==> src/hw/rtl/skl_pkg.sv <==
// Shared types and constants for the sorted key list.
`timescale 1ns / 1ps

package skl_pkg;

  localparam int CAPACITY_DEF = 16;
  localparam int KEY_W        = 32;

  // Operation codes on the input transaction.
  localparam logic [1:0] FUNC_INSERT = 2'd0;
  localparam logic [1:0] FUNC_REMOVE = 2'd1;
  localparam logic [1:0] FUNC_SEARCH = 2'd2;
  localparam logic [1:0] FUNC_DUMP   = 2'd3;

  // Status codes on the result transaction.
  localparam logic [1:0] ST_OK        = 2'd0;
  localparam logic [1:0] ST_NOT_FOUND = 2'd1;
  localparam logic [1:0] ST_FULL      = 2'd2;

  typedef struct packed {
    logic [1:0]              func;
    logic signed [KEY_W-1:0] key;
  } skl_in_t;

  typedef struct packed {
    logic signed [KEY_W-1:0] key_out;
    logic [1:0]              status;
    logic                    last;
  } skl_out_t;

  typedef enum logic [1:0] {
    S_IDLE,
    S_APPLY,
    S_DUMP
  } skl_state_t;

  typedef enum logic [1:0] {
    OP_HOLD,
    OP_INSERT,
    OP_REMOVE,
    OP_ROTATE
  } skl_cell_op_t;

  // Control broadcast to every cell of the chain.
  typedef struct packed {
    skl_cell_op_t            op;
    logic                    cmp_en;
    logic                    found;
    logic signed [KEY_W-1:0] key;
  } skl_cell_ctl_t;

  // Status a cell reports back from its registered compare.
  typedef struct packed {
    logic ahead;
    logic match;
  } skl_cell_flags_t;

endpackage

==> src/hw/rtl/skl_cell.sv <==
// One cell of the key chain: holds a key, compares it and shifts with its neighbours.
`timescale 1ns / 1ps

module skl_cell (
  input  logic                                  clk,
  input  skl_pkg::skl_cell_ctl_t                ctl,
  input  logic                                  occ,
  input  logic                                  prev_ahead,
  input  logic signed [skl_pkg::KEY_W-1:0]      left_key,
  input  logic signed [skl_pkg::KEY_W-1:0]      right_key,
  output logic signed [skl_pkg::KEY_W-1:0]      key_q,
  output skl_pkg::skl_cell_flags_t              flags
);

  logic signed [skl_pkg::KEY_W-1:0] key_r;
  logic                             le_r;
  logic                             lt_r;
  logic                             eq_r;
  logic                             ahead;

  // Compare against the incoming key when a transaction is accepted.
  always_ff @(posedge clk) begin
    if (ctl.cmp_en) begin
      le_r <= key_r <= ctl.key;
      lt_r <= key_r <  ctl.key;
      eq_r <= key_r == ctl.key;
    end
  end

  // An occupied cell whose key is not above the new key stays in front of it.
  assign ahead = occ & le_r;

  // Key update: open a gap for insert, close one for remove, or rotate for a dump.
  always_ff @(posedge clk) begin
    case (ctl.op)
      skl_pkg::OP_INSERT: begin
        if (!ahead) begin
          key_r <= prev_ahead ? ctl.key : left_key;
        end
      end
      skl_pkg::OP_REMOVE: begin
        if (ctl.found && occ && !lt_r) begin
          key_r <= right_key;
        end
      end
      skl_pkg::OP_ROTATE: begin
        key_r <= right_key;
      end
      default: begin
        key_r <= key_r;
      end
    endcase
  end

  assign key_q       = key_r;
  assign flags.ahead = ahead;
  assign flags.match = occ & eq_r;

endmodule

==> src/hw/rtl/sorted_key_list.sv <==
// Top level of the sorted key list: control, entry count and the chain of cells.
//
//   channel | direction | payload    | handshake
//   in      | input     | skl_in_t   | in_valid / in_stall
//   out     | output    | skl_out_t  | out_valid / out_stall
//
// Insert, remove and search compare on the accept edge, then shift the chain where needed
// and register the result in S_APPLY, which waits while a result is stalled.
// A dump checks the count in S_APPLY, then in S_DUMP rotates the chain a full turn,
// emitting one key a cycle from its head; stalls hold the rotation.
// Reset empties the list; the stored keys are not cleared.
// One transaction is in work at a time; a new one is taken while a result waits.
`timescale 1ns / 1ps

module sorted_key_list #(
  parameter int CAPACITY = skl_pkg::CAPACITY_DEF
) (
  input  logic              clk,
  input  logic              rst_n,
  input  logic              in_valid,
  output logic              in_stall,
  input  skl_pkg::skl_in_t  in_data,
  output logic              out_valid,
  input  logic              out_stall,
  output skl_pkg::skl_out_t out_data
);

  localparam int CW = $clog2(CAPACITY + 1);

  skl_pkg::skl_state_t               state_r, state_nxt;
  logic [CW-1:0]                     count_r, count_nxt;
  logic [CW-1:0]                     step_r, step_nxt;
  logic [1:0]                        func_r;
  logic signed [skl_pkg::KEY_W-1:0]  key_r;
  logic                              out_valid_r, out_valid_nxt;
  skl_pkg::skl_out_t                 out_data_r, out_data_nxt;
  skl_pkg::skl_cell_ctl_t            ctl;
  skl_pkg::skl_cell_op_t             op;
  logic                              accept;
  logic                              out_free;
  logic                              found;
  logic                              full;
  logic                              emit;

  logic signed [skl_pkg::KEY_W-1:0]  cell_key [CAPACITY];
  skl_pkg::skl_cell_flags_t          cell_flags [CAPACITY];
  logic [CAPACITY-1:0]               match_vec;

  assign accept   = in_valid & ~in_stall;
  assign in_stall = (state_r != skl_pkg::S_IDLE);
  assign out_free = ~out_valid_r | ~out_stall;
  assign full     = (count_r == CW'(CAPACITY));
  assign found    = |match_vec;
  assign emit     = (step_r < count_r);

  // Chain of cells; the head feeds the dump output.
  for (genvar i = 0; i < CAPACITY; i++) begin : g_cell
    logic occ;
    logic prev_ahead;
    logic signed [skl_pkg::KEY_W-1:0] left_key;
    logic signed [skl_pkg::KEY_W-1:0] right_key;

    assign occ = (CW'(i) < count_r);

    if (i == 0) begin : g_head
      assign prev_ahead = 1'b1;
      assign left_key   = cell_key[0];
    end else begin : g_body
      assign prev_ahead = cell_flags[i-1].ahead;
      assign left_key   = cell_key[i-1];
    end

    if (i == CAPACITY - 1) begin : g_tail
      assign right_key = cell_key[0];
    end else begin : g_inner
      assign right_key = cell_key[i+1];
    end

    skl_cell u_cell (
      .clk        (clk),
      .ctl        (ctl),
      .occ        (occ),
      .prev_ahead (prev_ahead),
      .left_key   (left_key),
      .right_key  (right_key),
      .key_q      (cell_key[i]),
      .flags      (cell_flags[i])
    );

    assign match_vec[i] = cell_flags[i].match;
  end

  // Broadcast control to the cells.
  always_comb begin
    ctl.op     = op;
    ctl.cmp_en = accept;
    ctl.found  = found;
    ctl.key    = (state_r == skl_pkg::S_IDLE) ? in_data.key : key_r;
  end

  // Next state, cell operation and result.
  always_comb begin
    state_nxt     = state_r;
    count_nxt     = count_r;
    step_nxt      = step_r;
    op            = skl_pkg::OP_HOLD;
    out_valid_nxt = out_valid_r & out_stall;
    out_data_nxt  = out_data_r;
    unique case (state_r)
      skl_pkg::S_IDLE: begin
        if (accept) begin
          state_nxt = skl_pkg::S_APPLY;
        end
      end
      skl_pkg::S_APPLY: begin
        if (func_r == skl_pkg::FUNC_DUMP) begin
          step_nxt  = '0;
          state_nxt = (count_r == '0) ? skl_pkg::S_IDLE : skl_pkg::S_DUMP;
        end else if (out_free) begin
          state_nxt            = skl_pkg::S_IDLE;
          out_valid_nxt        = 1'b1;
          out_data_nxt.key_out = key_r;
          out_data_nxt.last    = 1'b1;
          out_data_nxt.status  = skl_pkg::ST_OK;
          case (func_r)
            skl_pkg::FUNC_INSERT: begin
              if (full) begin
                out_data_nxt.status = skl_pkg::ST_FULL;
              end else begin
                op        = skl_pkg::OP_INSERT;
                count_nxt = count_r + CW'(1);
              end
            end
            skl_pkg::FUNC_REMOVE: begin
              if (found) begin
                op        = skl_pkg::OP_REMOVE;
                count_nxt = count_r - CW'(1);
              end else begin
                out_data_nxt.status = skl_pkg::ST_NOT_FOUND;
              end
            end
            default: begin
              if (!found) begin
                out_data_nxt.status = skl_pkg::ST_NOT_FOUND;
              end
            end
          endcase
        end
      end
      skl_pkg::S_DUMP: begin
        if (!emit || out_free) begin
          op       = skl_pkg::OP_ROTATE;
          step_nxt = step_r + CW'(1);
          if (emit) begin
            out_valid_nxt        = 1'b1;
            out_data_nxt.key_out = cell_key[0];
            out_data_nxt.status  = skl_pkg::ST_OK;
            out_data_nxt.last    = (step_r + CW'(1) == count_r);
          end
          if (step_r == CW'(CAPACITY - 1)) begin
            state_nxt = skl_pkg::S_IDLE;
          end
        end
      end
      default: begin
        state_nxt = skl_pkg::S_IDLE;
      end
    endcase
  end

  // Control registers.
  always_ff @(posedge clk) begin
    if (!rst_n) begin
      state_r     <= skl_pkg::S_IDLE;
      count_r     <= '0;
      step_r      <= '0;
      out_valid_r <= 1'b0;
    end else begin
      state_r     <= state_nxt;
      count_r     <= count_nxt;
      step_r      <= step_nxt;
      out_valid_r <= out_valid_nxt;
    end
  end

  // Captured transaction and result payload.
  always_ff @(posedge clk) begin
    if (accept) begin
      func_r <= in_data.func;
      key_r  <= in_data.key;
    end
    out_data_r <= out_data_nxt;
  end

  assign out_valid = out_valid_r;
  assign out_data  = out_data_r;

`ifndef NO_ASSERTIONS
  // The entry count never passes the capacity.
  a_count_bound: assert property (@(posedge clk) disable iff (!rst_n)
    count_r <= CW'(CAPACITY))
    else $error("entry count above capacity");

  // The entry count only moves on the update cycle of a transaction.
  a_count_moves: assert property (@(posedge clk) disable iff (!rst_n)
    ($past(rst_n) && (count_r != $past(count_r))) |->
      ($past(state_r) == skl_pkg::S_APPLY))
    else $error("entry count changed outside an update");

  // A new result is only loaded from the update or dump states.
  a_result_source: assert property (@(posedge clk) disable iff (!rst_n)
    ($past(rst_n) && $rose(out_valid_r)) |->
      ($past(state_r) == skl_pkg::S_APPLY || $past(state_r) == skl_pkg::S_DUMP))
    else $error("result appeared without an operation");
`endif

endmodule

==> config.mk <==
export PLATFORM = sky130hd
export DESIGN_NAME = sorted_key_list
export DESIGN_NICKNAME = d
export VERILOG_FILES = /design/src/hw/rtl/skl_pkg.sv /design/src/hw/rtl/skl_cell.sv /design/src/hw/rtl/sorted_key_list.sv
export SDC_FILE = /design/constraint.sdc
export NUM_CORES = 2
export LEC_CHECK = 0
export ABC_AREA = 1
export BUFFER_PORTS_ARGS = -buffer_cell sky130_fd_sc_hd__buf_2
export CAP_MARGIN = 5
export CORE_MARGIN = 2
export CORE_UTILIZATION = 35
export CTS_BUF_LIST = sky130_fd_sc_hd__clkbuf_2 sky130_fd_sc_hd__clkbuf_4 sky130_fd_sc_hd__clkbuf_8
export DETAILED_ROUTE_END_ITERATION = 10
export PLACE_DENSITY_LB_ADDON = 0.1
export SETUP_SLACK_MARGIN = 0.02
export SYNTH_ARGS = -nofsm -noshare
export SYNTH_HDL_FRONTEND = slang
export SYNTH_HIERARCHICAL = 1
export SYNTH_SLANG_ARGS = --single-unit
==> constraint.sdc <==
create_clock -name clk -period 8 [get_ports clk]
set_clock_uncertainty 0.15 [all_clocks]
set_input_delay 0.4 -clock clk [delete_from_list [all_inputs] [get_ports clk]]
set_output_delay 0.4 -clock clk [all_outputs]
set_load 0.02 [all_outputs]
# == After elaboration in Yosys (flattened, before gate mapping) ==
# Index checks and enable logic that the tools add are counted.
# word_totals
latchBits,0
rom_bits,0
in_bits,38
ramBits,0
n_memories,0
register_bits,642
# classes
reduce_logical,78
eq_ne,68
div,0
n_mux,97
bitwise_logic,39
add_sub_neg,3
n_mul,0
order_cmp,49
n_shift,0
# op_table
operator,count
$mux W32,48
$pmux W32 S3,16
$eq A32 B32 Y1,16
$le A32 B32 Y1,16
$lt A32 B32 Y1,16
$mux W35,4
$pmux W35 S2,1
$reduce_and A3 Y1,17
$ne A2 B2 Y1 const B,25
$lt A4 B5 Y1 const A,8
$and A1 B1 Y1,34
$logic_and A1 B1 Y1,32
$ne A2 B1 Y1 const B,16
$mux W2,12
$lt A3 B5 Y1 const A,4
$mux W5,4
$pmux W5 S2,2
$logic_not A1 Y1,17
$reduce_or A16 Y1,1
$add A5 B1 Y5 const B,2
$lt A1 B5 Y1 const A,2
$lt A2 B5 Y1 const A,2
$eq A2 B2 Y1 const B,4
$pmux W2 S2,2
other kinds (20),33

# == Longest topological paths before layout ==
# depth
depth_word,11
mapped_depth,20
mapped_depth_nobuf,18

# == Hierarchy ==
# Netlist, hierarchy kept.
# modules_own_cells
mod,cells_each,seq_area_each_um2,area_each_um2,n_inst
skl_cell at g_cell[0].u_cell ...,334,1051.0,2631.3,15
sorted_key_list,468,2332.2,4166.5,1
skl_cell at g_cell[15].u_cell,333,1051.0,2597.5,1

# == Worst setup path after synthesis ==
# No wires, ideal clock.
# synth_path
kind,register to register
from,register count_r[4]
to,"register g_cell[9].u_cell.key_r, in the netlist g_cell[9].u_cell/key_q[0], enable pin"
path_stages_with_launch,16
path_slack_ps,1836
synth_period_minus_slack_ps,6164
setup_ps,466
arrival_ps,5549
path_buffers,2
cell_sequence,dfxtp_1 buf_2 clkinv_1 o21ai_0 o21a_1 nand2_1 inv_1 nor2_1 nand2_1 nor2_1 nand2_1 nand2_1 a21oi_1 buf_2 nand3_1 o21ai_0
# synth_lines
item,line,text
"start, declared",sorted_key_list.sv:31,"logic [CW-1:0] count_r, count_nxt;"
"start signal, assigned",sorted_key_list.sv:180,count_r <= count_nxt;
"end signal, assigned",skl_cell.sv:38,key_r <= prev_ahead ? ctl.key : left_key;
"end signal, assigned",skl_cell.sv:43,key_r <= right_key;
"end signal, assigned",skl_cell.sv:47,key_r <= right_key;
"end, declared",skl_cell.sv:15,logic signed [skl_pkg::KEY_W-1:0] key_r;

==> results.sh <==
export IMPL_htreeDepth=4
export IMPL_post_cts_buffers=0
export IMPL_setup_ws_ns=2.29
export IMPL_pin_count=75
export IMPL_pre_cts_ws_ns=2.30
export IMPL_die_area_mm2=0.135
export IMPL_syn_inst=5809
export IMPL_row_count=133
export IMPL_p_int_mw=10.3
export IMPL_period_needed_ns=5.71
export IMPL_drc_errors=0
export IMPL_max_freq_mhz=175
export IMPL_pwr_share_comb_pct=53.0
export IMPL_sw_frac_of_total_pct=48.2
export IMPL_gr_total_overflow=0
export IMPL_crit_type="flop to flop"
export IMPL_hold_viol_final=0
export IMPL_postPlaceCellArea_mm2=0.0485
export IMPL_clock_latency_ns=0.86
export IMPL_multi_input_area_mm2=0.0232
export IMPL_cp_data_required_time_ns=8.30
export IMPL_area_sequential_mm2=0.0191
export IMPL_finalSetupViolations=0
export IMPL_finalSetupTns_ns=0
export IMPL_numCtsBuffers=133
export IMPL_grt_pass1_vias=37700
export IMPL_coreArea_mm2=0.131
export IMPL_grt_max_degree=261
export IMPL_ys_warn_count=6
export IMPL_r2r_cells=14
export IMPL_post_dp_hpwl_mm=114
export IMPL_firstDrtPassIters=6
export IMPL_avgSynthCellArea_um2=7.96
export IMPL_status="finished, final reports clean"
export IMPL_gp_congestion=0.846
export IMPL_port_buffers=74
export IMPL_cts_tree="yes"
export IMPL_clockBufferDepth=3
export IMPL_syn_num_nets=6373
export IMPL_report_final_slew_viol_count=0
export IMPL_relSlewSlack_pct=16.2
export IMPL_p_clk_share_pct=17.7
export IMPL_finalPower_mw=19.9
export IMPL_max_cap_violations=0
export IMPL_start_kind="flop"
export IMPL_pwr_share_seq_pct=29.4
export IMPL_ir_worst_vdd_uv=198
export IMPL_die_height_um=367
export IMPL_cp_end_kind="flop"
export IMPL_wl_per_cell_um=20.5
export IMPL_final_antenna_net_count=0
export IMPL_via_per_inst=5.02
export IMPL_synthesis_area_mm2=0.0462
export IMPL_layout_nets=6422
export IMPL_p_switching_mw=9.59
export IMPL_hold_class="input port to flop"
export IMPL_drt_iter0_markers=2974
export IMPL_drive_gt1_share_pct=9.94
export IMPL_wl_mm=158
export IMPL_root_buffer="clkbuf_8"
export IMPL_area_delta_synth_final_pct=11.3
export IMPL_clk_pin_slew_ns=0.05
export IMPL_antenna_found_initial=4
export IMPL_cts_sinks=642
export IMPL_crit_arrival_ns=6.01
export IMPL_period_share_pct=71.3
export IMPL_crit_fanout=32
export IMPL_initial_utilization_pct=35.2
export IMPL_fillers=13700
export IMPL_grt_pass1_wl_mm=236
export IMPL_p_leak_nw=21.2
export IMPL_track_usage_pct=23.2
export IMPL_rsz0062_at_grt="false"
export IMPL_route_vias_total=38700
export IMPL_power_density_mw_per_mm2=387
export IMPL_die_w_um=367
export IMPL_postLayoutCellArea_mm2=0.0514
export IMPL_worst_pin_slew_ns=1.25
export IMPL_whs_path_depth=2
timing repair:
action	4_1_cts	5_1_grt
resized for setup	0	0
hold buffers	37	0
endpoints found under the setup margin	0	0
hold endpoints to repair	47	0
final timing paths:
kind                                              start                                     to  slack [ns]
worst max-delay path            count_r[4]$_SDFFE_PN0P_  g_cell[13].u_cell/key_q[23]$_DFFE_PP_        2.29
worst min-delay path                        in_data[32]                    func_r[0]$_DFFE_PP_        0.11
worst max register to register  count_r[4]$_SDFFE_PN0P_  g_cell[13].u_cell/key_q[23]$_DFFE_PP_        2.29
worst min register to register  state_r[1]$_SDFFE_PN0P_                state_r[1]$_SDFFE_PN0P_        0.39
critical path, cell delays in order (launching register included):
cell	delay [ns]
dfxtp_1	0.58
clkinv_1	0.31
o21ai_0	0.36
o21a_1	0.30
nand2_1	0.08
inv_1	0.05
nor2_1	0.04
nand2_1	0.05
nor2_1	0.05
nand2_1	0.60
nand2_1	0.36
a21oi_4	0.73
buf_4	0.43
nand3_1	0.17
o21ai_4	0.99
registers in the layout, indices dropped and copies added (netlist names):
signal               flops
count_r                  5
out_valid                1
state_r                  2
g_cell.u_cell/key_q    512
func_r                   2
g_cell.u_cell/le_r      16
g_cell.u_cell/lt_r      16
key_r                   32
step_r                   5
out_data                35
g_cell.u_cell/eq_r      16
cells in the final DEF (no fill, tap or decap), drive strengths merged, types with 17 or more instances in the layout:
cell type    instances
o21a                34
clkinv              67
a21oi              303
nand4               35
clkbuf             170
nor2               195
inv                790
nand2             1753
o21ai             1103
dlygate4sd3         37
ha                 526
nand3               95
edfxtp             629
buf                136
nor4                17
stage by stage:
step / instances / utilization [%] / hold WS, ns
final: 7715 / 39.2 / 0.110
after global routing: 7712 / 39.2 / 0.0491
after CTS: 7711 / 39.2 / 0.0179
after detailed placement: 7441 / 36.9 / 0.372
after global placement: 7441 / 36.9 / 0.366
after floorplan: 5809 / - / 0.327
area by class of cell:
type,count,area share (%)
flip-flops and latches,642,37.2
well taps,1755,4.27
multi-input cells,4097,45.1
diodes,4,0.0195
clock buffers,170,4.14
inverters,811,5.92
clock inverters,63,0.849
repair buffers,173,2.44
routing by layer:
layer / GRT usage, % / share of wire, %
met5: 0 / 0
met4: 7.07 / 2.6
met3: 3.23 / 4.6
met2: 39.5 / 48
met1: 30.4 / 45
power by group through the flow:
stage	clock [mW]	sequential [mW]	combinational, mW
floorplan	0	5.65	7.10
global placement	0	5.95	10.3
detailed placement	0	5.94	10.5
CTS	3.63	5.88	10.5
global route	3.77	5.93	12.0
finish	3.52	5.85	10.5
(Power assumes the default switching activity.)
